### src/design/nrhc_pkg.sv
`timescale 1ns / 1ps
// ----------------------------------------------------------------------------
// nrhc_pkg: shared types, tables and helpers for the nibble rotor hex cipher
// Substitution tables, hex character conversion, register indexes and the
// result bundle passed from the cipher core to the output buffer.
// ----------------------------------------------------------------------------
package nrhc_pkg;

    localparam int CFG_DATA_W = 32;
    localparam int CFG_IDX_W  = 1;
    localparam int KEY_W      = 32;
    localparam int CHAR_W     = 8;
    localparam int NIB_W      = 4;

    // Configuration register indexes
    typedef enum logic [CFG_IDX_W-1:0] {
        CFG_MODE      = 1'b0,
        CFG_KEY_START = 1'b1
    } cfg_index_t;

    // Operating modes
    typedef enum logic {
        MODE_ENCODE = 1'b0,
        MODE_DECODE = 1'b1
    } mode_t;

    // One result item
    typedef struct packed {
        logic [CHAR_W-1:0] char_out;
        logic              bad_hex;
        logic              out_last;
    } result_t;

    // Forward and inverse substitution tables
    localparam logic [NIB_W-1:0] SBOX_A [16] = '{
        4'hb, 4'hd, 4'h2, 4'hf, 4'ha, 4'h0, 4'h5, 4'h3,
        4'h4, 4'h8, 4'he, 4'hc, 4'h1, 4'h9, 4'h7, 4'h6
    };
    localparam logic [NIB_W-1:0] SBOX_B [16] = '{
        4'h2, 4'hc, 4'h5, 4'hf, 4'ha, 4'h3, 4'h8, 4'h0,
        4'hd, 4'h1, 4'he, 4'hb, 4'h4, 4'h7, 4'h9, 4'h6
    };
    localparam logic [NIB_W-1:0] INV_A [16] = '{
        4'h5, 4'hc, 4'h2, 4'h7, 4'h8, 4'h6, 4'hf, 4'he,
        4'h9, 4'hd, 4'h4, 4'h0, 4'hb, 4'h1, 4'ha, 4'h3
    };
    localparam logic [NIB_W-1:0] INV_B [16] = '{
        4'h7, 4'h9, 4'h0, 4'h5, 4'hc, 4'h2, 4'hf, 4'hd,
        4'h6, 4'he, 4'h4, 4'hb, 4'h1, 4'h8, 4'ha, 4'h3
    };

    localparam logic [CHAR_W-1:0] ASCII_0       = 8'h30;
    localparam logic [CHAR_W-1:0] ASCII_9       = 8'h39;
    localparam logic [CHAR_W-1:0] ASCII_A_LOWER = 8'h61;
    localparam logic [CHAR_W-1:0] ASCII_F_LOWER = 8'h66;
    // 'a' minus ten
    localparam logic [CHAR_W-1:0] ASCII_A_OFS   = 8'h57;

    // Nibble to lower-case hex character
    function automatic logic [CHAR_W-1:0] nib_to_hex(input logic [NIB_W-1:0] n);
        logic [CHAR_W-1:0] n_ext;
        n_ext = {{(CHAR_W-NIB_W){1'b0}}, n};
        if (n < 4'd10) begin
            return ASCII_0 + n_ext;
        end else begin
            return ASCII_A_OFS + n_ext;
        end
    endfunction

    // Forward two-stage substitution of one nibble under key byte k
    function automatic logic [NIB_W-1:0] enc_nib(input logic [NIB_W-1:0] n,
                                                 input logic [7:0]       k);
        logic [NIB_W-1:0] t;
        logic [NIB_W-1:0] u;
        t = n + k[3:0];
        u = SBOX_A[t] + k[7:4];
        return SBOX_B[u];
    endfunction

    // Inverse two-stage substitution of one nibble under key byte k
    function automatic logic [NIB_W-1:0] dec_nib(input logic [NIB_W-1:0] n,
                                                 input logic [7:0]       k);
        logic [NIB_W-1:0] t;
        logic [NIB_W-1:0] u;
        t = INV_B[n] - k[7:4];
        u = INV_A[t] - k[3:0];
        return u;
    endfunction

endpackage

### src/design/nrhc_core.sv
`timescale 1ns / 1ps
// ----------------------------------------------------------------------------
// nrhc_core: cipher datapath and running state
// Holds the key counter and the pending decode nibble; turns one item into
// zero, one or two results in a single combinational pass.
// ----------------------------------------------------------------------------
module nrhc_core
    import nrhc_pkg::*;
(
    input  logic                   aclk,
    input  logic                   aresetn,
    input  logic                   mode,
    input  logic [KEY_W-1:0]       key_start,
    input  logic                   item_fire,
    input  logic [CHAR_W-1:0]      char_in,
    input  logic                   start_req,
    output logic [1:0]             res_count,
    output result_t                res0,
    output result_t                res1
);

    logic [KEY_W-1:0]  key_counter_reg, key_counter_next;
    logic [NIB_W-1:0]  pending_nibble_reg, pending_nibble_next;
    logic              pending_valid_reg, pending_valid_next;
    logic              pending_bad_reg, pending_bad_next;

    logic [KEY_W-1:0]  key_eff;
    logic [7:0]        key_hi_byte;
    logic              pend_valid_eff;
    logic [NIB_W-1:0]  pend_nib_eff;
    logic              pend_bad_eff;
    logic [NIB_W-1:0]  enc_lo;
    logic [NIB_W-1:0]  enc_hi;
    logic [NIB_W-1:0]  hex_val;
    logic              hex_bad;
    logic [NIB_W-1:0]  dec_n;

    // Start request reloads the key and drops the pending nibble
    always_comb begin
        key_eff        = start_req ? key_start : key_counter_reg;
        pend_valid_eff = start_req ? 1'b0 : pending_valid_reg;
        pend_nib_eff   = start_req ? '0   : pending_nibble_reg;
        pend_bad_eff   = start_req ? 1'b0 : pending_bad_reg;
        key_hi_byte    = key_eff[7:0] + 8'd1;
    end

    // Encode: low nibble under key, high nibble under key + 1
    always_comb begin
        enc_lo = enc_nib(char_in[3:0], key_eff[7:0]);
        enc_hi = enc_nib(char_in[7:4], key_hi_byte);
    end

    // Decode: hex character to value, then inverse chain
    always_comb begin
        hex_val = '0;
        hex_bad = 1'b0;
        if (char_in >= ASCII_0 && char_in <= ASCII_9) begin
            hex_val = NIB_W'(char_in - ASCII_0);
        end else if (char_in >= ASCII_A_LOWER && char_in <= ASCII_F_LOWER) begin
            hex_val = NIB_W'(char_in - ASCII_A_OFS);
        end else begin
            hex_bad = 1'b1;
        end
        dec_n = dec_nib(hex_val, key_eff[7:0]);
    end

    // Results and next state
    always_comb begin
        res0                = '0;
        res1                = '0;
        res_count           = 2'd0;
        key_counter_next    = key_counter_reg;
        pending_nibble_next = pending_nibble_reg;
        pending_valid_next  = pending_valid_reg;
        pending_bad_next    = pending_bad_reg;
        if (mode == MODE_ENCODE) begin
            res0.char_out       = nib_to_hex(enc_lo);
            res1.char_out       = nib_to_hex(enc_hi);
            res1.out_last       = 1'b1;
            res_count           = 2'd2;
            key_counter_next    = key_eff + KEY_W'(2);
            pending_nibble_next = pend_nib_eff;
            pending_valid_next  = pend_valid_eff;
            pending_bad_next    = pend_bad_eff;
        end else begin
            key_counter_next = key_eff + KEY_W'(1);
            if (!pend_valid_eff) begin
                pending_nibble_next = dec_n;
                pending_valid_next  = 1'b1;
                pending_bad_next    = hex_bad;
            end else begin
                res0.char_out       = {dec_n, pend_nib_eff};
                res0.bad_hex        = pend_bad_eff | hex_bad;
                res0.out_last       = 1'b1;
                res_count           = 2'd1;
                pending_nibble_next = '0;
                pending_valid_next  = 1'b0;
                pending_bad_next    = 1'b0;
            end
        end
    end

    // State registers, updated once per processed item
    always_ff @(posedge aclk) begin
        if (!aresetn) begin
            key_counter_reg    <= '0;
            pending_nibble_reg <= '0;
            pending_valid_reg  <= 1'b0;
            pending_bad_reg    <= 1'b0;
        end else if (item_fire) begin
            key_counter_reg    <= key_counter_next;
            pending_nibble_reg <= pending_nibble_next;
            pending_valid_reg  <= pending_valid_next;
            pending_bad_reg    <= pending_bad_next;
        end
    end

endmodule

### src/design/nrhc_obuf.sv
`timescale 1ns / 1ps
// ----------------------------------------------------------------------------
// nrhc_obuf: two-entry result buffer
// Loads up to two results at once and drains them one per handshake.
// ----------------------------------------------------------------------------
module nrhc_obuf
    import nrhc_pkg::*;
(
    input  logic          aclk,
    input  logic          aresetn,
    input  logic          load,
    input  logic [1:0]    load_count,
    input  result_t       load_res0,
    input  result_t       load_res1,
    output logic          can_load,
    output logic          m_valid,
    input  logic          m_ready,
    output result_t       m_res
);

    logic [1:0] count_reg, count_next;
    result_t    head_reg, head_next;
    result_t    tail_reg, tail_next;
    logic       drain;

    assign drain    = m_valid & m_ready;
    // Loading is allowed once the buffer empties in this cycle
    assign can_load = (count_reg == 2'd0) || (count_reg == 2'd1 && m_ready);
    assign m_valid  = (count_reg != 2'd0);
    assign m_res    = head_reg;

    always_comb begin
        count_next = count_reg;
        head_next  = head_reg;
        tail_next  = tail_reg;
        if (load) begin
            count_next = load_count;
            head_next  = load_res0;
            tail_next  = load_res1;
        end else if (drain) begin
            count_next = count_reg - 2'd1;
            head_next  = tail_reg;
        end
    end

    always_ff @(posedge aclk) begin
        if (!aresetn) begin
            count_reg <= 2'd0;
        end else begin
            count_reg <= count_next;
        end
    end

    // Payload needs no reset
    always_ff @(posedge aclk) begin
        head_reg <= head_next;
        tail_reg <= tail_next;
    end

endmodule

### src/design/nibble_rotor_hex_cipher_top.sv
`timescale 1ns / 1ps
// ----------------------------------------------------------------------------
// nibble_rotor_hex_cipher_top: stepping nibble substitution cipher
// Encodes bytes to pairs of hex characters or decodes hex characters back
// to bytes under a running key counter.
//
//   channel | ports                                   | direction
//   --------+-----------------------------------------+----------
//   input   | s_valid s_ready s_char_in s_start_req   | in
//   result  | m_valid m_ready m_char_out m_bad_hex    | out
//           | m_out_last                              |
//   config  | cfg_we cfg_index cfg_wdata              | in
//
// An item sits in the input register, goes through combinational cipher logic
// and lands in a two-entry result buffer, which drains one result per cycle
// while m_ready is high and so paces encode; decode gives one byte per two
// hex characters. Each result passes the input register, then the buffer.
// Reset clears the key counter, pending nibble, mode and key_start.
// A stalled result side fills the buffer and then the input register.
// ----------------------------------------------------------------------------
module nibble_rotor_hex_cipher_top
    import nrhc_pkg::*;
(
    input  logic                  aclk,
    input  logic                  aresetn,
    input  logic                  cfg_we,
    input  logic [CFG_IDX_W-1:0]  cfg_index,
    input  logic [CFG_DATA_W-1:0] cfg_wdata,
    input  logic                  s_valid,
    output logic                  s_ready,
    input  logic [CHAR_W-1:0]     s_char_in,
    input  logic                  s_start_req,
    output logic                  m_valid,
    input  logic                  m_ready,
    output logic [CHAR_W-1:0]     m_char_out,
    output logic                  m_bad_hex,
    output logic                  m_out_last
);

    logic              mode_reg;
    logic [KEY_W-1:0]  key_start_reg;
    logic              in_valid_reg, in_valid_next;
    logic [CHAR_W-1:0] in_char_reg;
    logic              in_start_reg;
    logic              can_load;
    logic              move;
    logic [1:0]        res_count;
    result_t           res0;
    result_t           res1;
    result_t           m_res;

    // Configuration registers
    always_ff @(posedge aclk) begin
        if (!aresetn) begin
            mode_reg      <= MODE_ENCODE;
            key_start_reg <= '0;
        end else if (cfg_we) begin
            unique case (cfg_index_t'(cfg_index))
                CFG_MODE:      mode_reg      <= cfg_wdata[0];
                CFG_KEY_START: key_start_reg <= cfg_wdata[KEY_W-1:0];
                default: ;
            endcase
        end
    end

    // Input register: an item moves on when the result buffer can take it
    assign move    = in_valid_reg & can_load;
    assign s_ready = ~in_valid_reg | move;

    always_comb begin
        in_valid_next = in_valid_reg;
        if (s_valid && s_ready) begin
            in_valid_next = 1'b1;
        end else if (move) begin
            in_valid_next = 1'b0;
        end
    end

    always_ff @(posedge aclk) begin
        if (!aresetn) begin
            in_valid_reg <= 1'b0;
        end else begin
            in_valid_reg <= in_valid_next;
        end
    end

    always_ff @(posedge aclk) begin
        if (s_valid && s_ready) begin
            in_char_reg  <= s_char_in;
            in_start_reg <= s_start_req;
        end
    end

    nrhc_core u_core (
        .aclk      (aclk),
        .aresetn   (aresetn),
        .mode      (mode_reg),
        .key_start (key_start_reg),
        .item_fire (move),
        .char_in   (in_char_reg),
        .start_req (in_start_reg),
        .res_count (res_count),
        .res0      (res0),
        .res1      (res1)
    );

    nrhc_obuf u_obuf (
        .aclk       (aclk),
        .aresetn    (aresetn),
        .load       (move),
        .load_count (res_count),
        .load_res0  (res0),
        .load_res1  (res1),
        .can_load   (can_load),
        .m_valid    (m_valid),
        .m_ready    (m_ready),
        .m_res      (m_res)
    );

    assign m_char_out = m_res.char_out;
    assign m_bad_hex  = m_res.bad_hex;
    assign m_out_last = m_res.out_last;

endmodule
### config.mk
export PLATFORM = sky130hd
export DESIGN_NAME = nibble_rotor_hex_cipher_top
export DESIGN_NICKNAME = d
export VERILOG_FILES = /design/src/design/nrhc_pkg.sv /design/src/design/nrhc_core.sv /design/src/design/nrhc_obuf.sv /design/src/design/nibble_rotor_hex_cipher_top.sv
export SDC_FILE = /design/constraint.sdc
export NUM_CORES = 1
export LEC_CHECK = 0
export BUFFER_PORTS_ARGS = -buffer_cell sky130_fd_sc_hd__buf_4
export CAP_MARGIN = 40
export CORE_MARGIN = 4
export CORE_UTILIZATION = 55
export CTS_CLUSTER_DIAMETER = 30
export DETAILED_ROUTE_END_ITERATION = 6
export GPL_ROUTABILITY_DRIVEN = 1
export HOLD_SLACK_MARGIN = 0.02
export PLACE_DENSITY = 0.76
export SLEW_MARGIN = 20
export SYNTH_ARGS = -nofsm -noshare
export SYNTH_HDL_FRONTEND = slang
export SYNTH_SLANG_ARGS = --single-unit
### constraint.sdc
create_clock -name aclk -period 6.7 [get_ports aclk]
set_input_delay 1.005 -clock aclk [delete_from_list [all_inputs] [get_ports aclk]]
set_output_delay 1.005 -clock aclk [all_outputs]
set_load 0.01 [all_outputs]
======== Word-level counts from Yosys, hierarchy flattened ========
Memories as Yosys holds them, arrays and structs flattened.
Index checks and enable logic that the tools add are counted.
storage, ports and cells
  register bits ........................... 102
  memory bits (read-only) ................. 384
  bits of input ports ..................... 47
  word-level logic and storage cells ...... 114
  memories ................................ 6
memory list
  name              words  width  rd ports  clocked after memory_dff  wr ports  RTL line        source
  (name not given)  16     4      1         0                         0         nrhc_pkg.sv:77  return SBOX_B[u];
  (name not given)  16     4      1         0                         0         nrhc_pkg.sv:85  t = INV_B[n] - k[7:4];
  (name not given)  16     4      1         0                         0         nrhc_pkg.sv:86  u = INV_A[t] - k[3:0];
  (name not given)  16     4      1         0                         0         nrhc_pkg.sv:76  u = SBOX_A[t] + k[7:4];
  (name not given)  16     4      1         0                         0         nrhc_pkg.sv:77
  (name not given)  16     4      1         0                         0         nrhc_pkg.sv:76
cells by class
  add/subtract/negate cells ............... 16
  $lt $le $gt $ge ......................... 12
  equal/unequal tests ..................... 1
  multiplexer cells ....................... 41
  bitwise operators ....................... 12
  reductions and logical operators ........ 11
operators by type and width
  kind                                                                count
  two-way mux 4 bit                                                   17
  two-way mux 32 bit                                                  2
  adder 32 x 1 -> 32 bit (second input constant)                      1
  adder 32 x 2 -> 32 bit (second input constant)                      1
  greater-or-equal comparator 5 bit (second input constant)           6
  two-way mux 10 bit                                                  3
  NOT 4 -> 5 bit                                                      6
  two-way mux 8 bit                                                   3
  adder 4 bit                                                         4
  adder 7 x 4 -> 8 bit (first input constant)                         2
  adder 6 x 4 -> 7 bit (first input constant)                         2
  two-way mux 1 bit                                                   12
  adder 8 x 1 -> 8 bit (second input constant)                        1
  greater-or-equal comparator 8 x 6 -> 1 bit (second input constant)  1
  greater-or-equal comparator 8 x 7 -> 1 bit (second input constant)  1
  <= comparator 8 x 6 -> 1 bit (second input constant)                1
  <= comparator 8 x 7 -> 1 bit (second input constant)                1
  less-than comparator 4 bit (second input constant)                  2
  two-way mux 2 bit                                                   4
  subtractor 4 bit                                                    2
  nonzero test 2 bit                                                  3
  logical AND 1 bit                                                   4
  AND reduction 2 bit                                                 2
  subtractor 4 x 1 -> 4 bit (second input constant)                   1
  8 further kinds                                                     11

======== Longest topological paths before layout ========
  word-level depth ........................ 17
  depth in mapped cells ................... 26
  depth with buffers taken out ............ 26

======== By module ========
A second synthesis with hierarchy kept.
unflattened totals
  cell total of the unflattened synthesis .. 622
  area, all modules ....................... 5,899.4 um^2
by module, submodules not included
  module                       times used  cells an instance  area an instance (um^2)
  nrhc_core                    1           408                3,214.3
  nibble_rotor_hex_cipher_top  1           164                1,778.0
  nrhc_obuf                    1           50                 907.1

======== Least setup slack after synthesis ========
No wires, ideal clock.
  path kind ............................... register -> register
  from .................................... register in_start_reg
  to ...................................... register u_obuf.tail_reg[3] in the netlist's numbering (data pin)
  arrival time ............................ 5.357 ns
  setup slack ............................. 1.176 ns
  stages on the path, launching flop included .. 20
  buffers on the path ..................... 0
  period minus slack after synthesis ...... 5.524 ns
  path through ............................ edfxtp_1 > mux2i_1 > inv_1 > ha_1 > inv_1 > fa_1 > inv_1 > ha_1 > nor2_1 > nor3_1 > a21oi_1 > ha_1 > a21o_1 > a21oi_1 > xnor3_1 > or2_1 > o32ai_4 > mux4_1 > ha_1 > a211oi_1
between the ends
  cells in the longest elaborated chain, start to end .. 14
RTL lines
  element                                                  RTL line                           source
  start: declaration                                       nibble_rotor_hex_cipher_top.sv:44  logic in_start_reg;
  start signal: assignment                                 nibble_rotor_hex_cipher_top.sv:90  in_start_reg <= s_start_req;
  two-way mux 32 bit *                                     nrhc_core.sv:40                    key_eff = start_req ? key_start : key_counter_reg;
  adder 8 x 1 -> 8 bit *                                   nrhc_core.sv:44                    key_hi_byte = key_eff[7:0] + 8'd1;
  adder 4 bit                                              nrhc_pkg.sv:75                     t = n + k[3:0];
  NOT 4 -> 5 bit (implied by the code)                     nrhc_pkg.sv:76
  memory read (16 x 4 bit)                                 --
  two-way mux 4 bit (implied by the code) (2 in series)    nrhc_pkg.sv:76
  adder 4 bit *                                            nrhc_pkg.sv:76
  NOT 4 -> 5 bit (implied by the code) *                   nrhc_pkg.sv:77
  memory read (16 x 4 bit) *                               --
  two-way mux 4 bit (implied by the code) * (2 in series)  nrhc_pkg.sv:77
  adder 7 x 4 -> 8 bit, or another cell as far along       nrhc_pkg.sv:66                     return ASCII_A_OFS + n_ext;
  two-way mux 8 bit *                                      nrhc_pkg.sv:63                     if (n < 4'd10) begin
  end signal: assignment                                   nrhc_obuf.sv:57                    tail_reg <= tail_next;
  end: declaration                                         nrhc_obuf.sv:23                    result_t tail_reg, tail_next;
Mark *: on every way between the ends. The rest lies on a longest branch, timed or not. The select of a mux whose other input is x is not followed.
A chain may end at the register's enable or synchronous reset.

======== Worst setup path after layout ========
Ends and elaborated chain as after synthesis.

==> flow_metrics.py <==
metrics = {
    "status": {
        "status": "finished, final reports clean",
    },
    "finish": {
        "final_nets": 650,
        "final_util_pct": 61.6,
        "fillers": 715,
        "syn_to_final_growth_pct": 9.83,
        "drive_above_1_share_pct": 12.3,
        "diodes": 0,
        "largest_reg_flops": 10,
        "fin_cells": 650,
    },
    "synthesis": {
        "synth.avg_cell_area_um2": 8.97,
        "synth_top_area_share_pct": 17.7,
        "synthFlopType": "edfxtp_1",
        "netlist_instances": 511,
        "ys_ff_latch": 53,
        "async_reset_ff_share_pct": 0,
        "syn_nets": 617,
        "synth_top_area_cell": "edfxtp_1",
        "synth_area_um2": 4580,
        "synth_cell_types": 65,
        "seq_area_frac_synth_pct": 29.0,
        "synth_edf_count": 27,
        "yosysWarnings": 0,
        "synth_top_cells_by_count": "nand2_1, ha_1, inv_1, nor2_1, edfxtp_1",
        "synth_area_leaders": "edfxtp_1, ha_1, dfxtp_1",
        "synth.most_common_cell": "nand2_1",
    },
    "route": {
        "drt_wl_total_mm": 9.77,
        "detail_route.first_pass.iterations": 4,
        "drt_iter0_markers": 204,
        "drc": 0,
        "wire_per_inst_um": 15.0,
        "ant_nets": 0,
        "vias": 3727,
        "via_per_inst": 5.73,
    },
    "die": {
        "boundaryPins": 59,
        "design.die.area_um2": 9860,
        "die_w_um": 99.3,
        "std_cell_rows": 33,
        "initial_core_util_pct": 56.1,
        "die_y_um": 99.3,
        "core_um2": 8180,
    },
    "cts": {
        "clock_path_buffers": 2,
        "cts_resized": 0,
        "cts-root-buf": "clkbuf_8",
        "holdBufCountCts": 0,
        "post_cts_buffers": 0,
        "clk_pin_slew_ns": 0.11,
        "clock_sinks": 53,
        "cts_tree": "done",
        "clk_latency_ns": 0.32,
        "cts_made_buffers": 5,
        "htree_levels": 2,
    },
    "sta": {
        "fmax_mhz": 163,
        "drv_slew": 0,
        "finalHoldViolations": 0,
        "finalCritPeriodShare_pct": 91.4,
        "rsz0062_at_grt": "false",
        "worst_pin_slew_ns": 0.806,
        "setup_tns_ns": 0,
        "skew_ns": 0.0145,
        "fin_crit_ns": 6.12,
        "finalSetupViolations": 0,
        "relSlewSlack_pct": 46.3,
    },
    "global_routing": {
        "grt-ovfl-total": 0,
        "grt.total_usage_pct": 20.6,
        "first_global_vias": 3694,
        "grt_pass1_wl_mm": 16.8,
        "grt_antenna_before_repair": 0,
        "grt_max_degree": 28,
    },
    "worst_setup_path": {
        "timing.rr.start": "in_start_reg",
        "cp_max_fo": 9,
        "critical_path.endpoint": "u_obuf.tail_reg[3]",
        "critPathMostFrequentCell": "ha_1",
        "reg2reg_to": "u_obuf.tail_reg[3]",
        "startpoint": "in_start_reg",
        "worstPathArrival_ns": 6.26,
        "worstSetupPathType": "reg -> reg",
        "crit_chain": "mux2i_1 -> inv_1 -> ha_1 -> xnor2_1 -> ha_1 -> a21oi_1 -> xnor3_2 -> nor3_1 -> a21oi_1 -> ha_1 -> a21o_1 -> a21oi_1 -> xnor3_1 -> or2_1 -> o32ai_4 -> mux4_1 -> ha_1 -> a211oi_1",
        "crit_path_end_kind": "register",
        "r2r_slack_ns": 0.58,
        "worstSetupStartpointType": "register",
        "reg2reg_depth": 18,
        "required_ns": 6.84,
        "critical-path-max-stage-delay_ns": 0.69,
        "critPathSlowestCell": "mux4_1",
    },
    "power": {
        "power_density_nw_per_um2": 326,
        "power.leakage_nw": 2.19,
        "ir_worst_vdd_mv": 0.304,
    },
    "placed_design": {
        "port_buffers": 34,
        "hpwlAfterDp_mm": 7.73,
        "dp_cells": 642,
        "gp_congestion": 0.858,
    },
    "flow_run": {
        "cap_violations": 0,
    },
    "hold_path": {
        "hold_class": "reg -> reg",
    },
}
final cells by class:
class                      instances  area [µm²]  share of cell area, %
sequential                        53        1330                   26.4
multi-input combinational        399        3020                   60.0
inverter                          48         180                   3.58
clock inverter                     3        25.0                  0.497
timing repair buffer              37         278                   5.52
clock buffer                       5        68.8                   1.37
tap                              105         131                   2.61
report_power, final:
part | switching, W | total, W | internal, W
Combinational | 0.000568 | 0.000996 | 0.000429
Clock | 0.000114 | 0.000191 | 0.0000764
Sequential | 0.0000277 | 0.000454 | 0.000426
Total | 0.000709 | 0.00164 | 0.000931
worst max-delay path: cells and delay by family, from the launching register on:
family / cells / cell delay (ns)
buffers and inverters: 1 / 0.21
multiplexers: 2 / 1.04
XOR/XNOR: 3 / 1.18
adder cells (fa/ha/maj): 4 / 1.23
flip-flops: 1 / 0.61
AO/OA/AOI/OAI: 6 / 1.17
AND/OR/NAND/NOR: 2 / 0.48
metrics by stage:
step           setup WS [ns]  power [W]  hold WS [ns]  area (µm²)
6_report               0.579    0.00164         0.475        5030
5_1_grt                0.195    0.00179         0.499        5030
4_1_cts                0.543    0.00164         0.481        5030
3_5_place_dp           0.561    0.00145         0.466        4940
3_3_place_gp           0.762    0.00140         0.449        4940
2_1_floorplan           1.18    0.00122         0.437        4580
routing by layer:
layer	GRT usage (%)	share of wire (%)	vias up
li1	-	-	1866
met1	26.0	44	1784
met2	37.4	51	65
met3	2.95	3.5	12
met4	4.10	1.0	0
met5	0	0	-
how the worst min path moves through the flow:
stage	from	end	slack, ns	cells after the start
2_1_floorplan	u_core.pending_nibble_reg[3]	u_core.pending_nibble_reg[3]	0.44	2
3_3_place_gp	u_core.key_counter_reg[0]	u_core.key_counter_reg[0]	0.45	2
3_5_place_dp	key_start_reg[0]	key_start_reg[0]	0.47	2
4_1_cts	u_obuf.count_reg[1]	u_obuf.count_reg[1]	0.48	2
5_1_grt	key_start_reg[0]	key_start_reg[0]	0.50	2
6_report	u_obuf.count_reg[1]	u_obuf.count_reg[1]	0.47	2
cells in the final DEF (no fill, tap or decap), types with 5 or more instances in the layout:
master	instances
and2_1	11
buf_4	37
o21ai_0	24
clkbuf_8	5
xor2_1	9
nor3_1	9
nand2b_1	5
ha_1	53
nand2_1	64
a21o_1	10
fa_1	6
inv_1	47
edfxtp_1	27
nand3_1	21
nor2b_1	5
dfxtp_1	26
xnor2_1	21
nor2_1	36
mux2i_1	12
a21boi_0	13
o211ai_1	5
a21oi_1	26
kinds of logic after synthesis:
logic type	share of synthesized area (%)
and+or+nand+nor	16.1
AOI/OAI and AO/OA	18.5
buffers and inverters	5.08
adders and majority gates	17.1
DFF	29.0
xor gates and xnor gates	7.10
muxes	7.07
No activity file was read; power rests on OpenSTA's default activity.
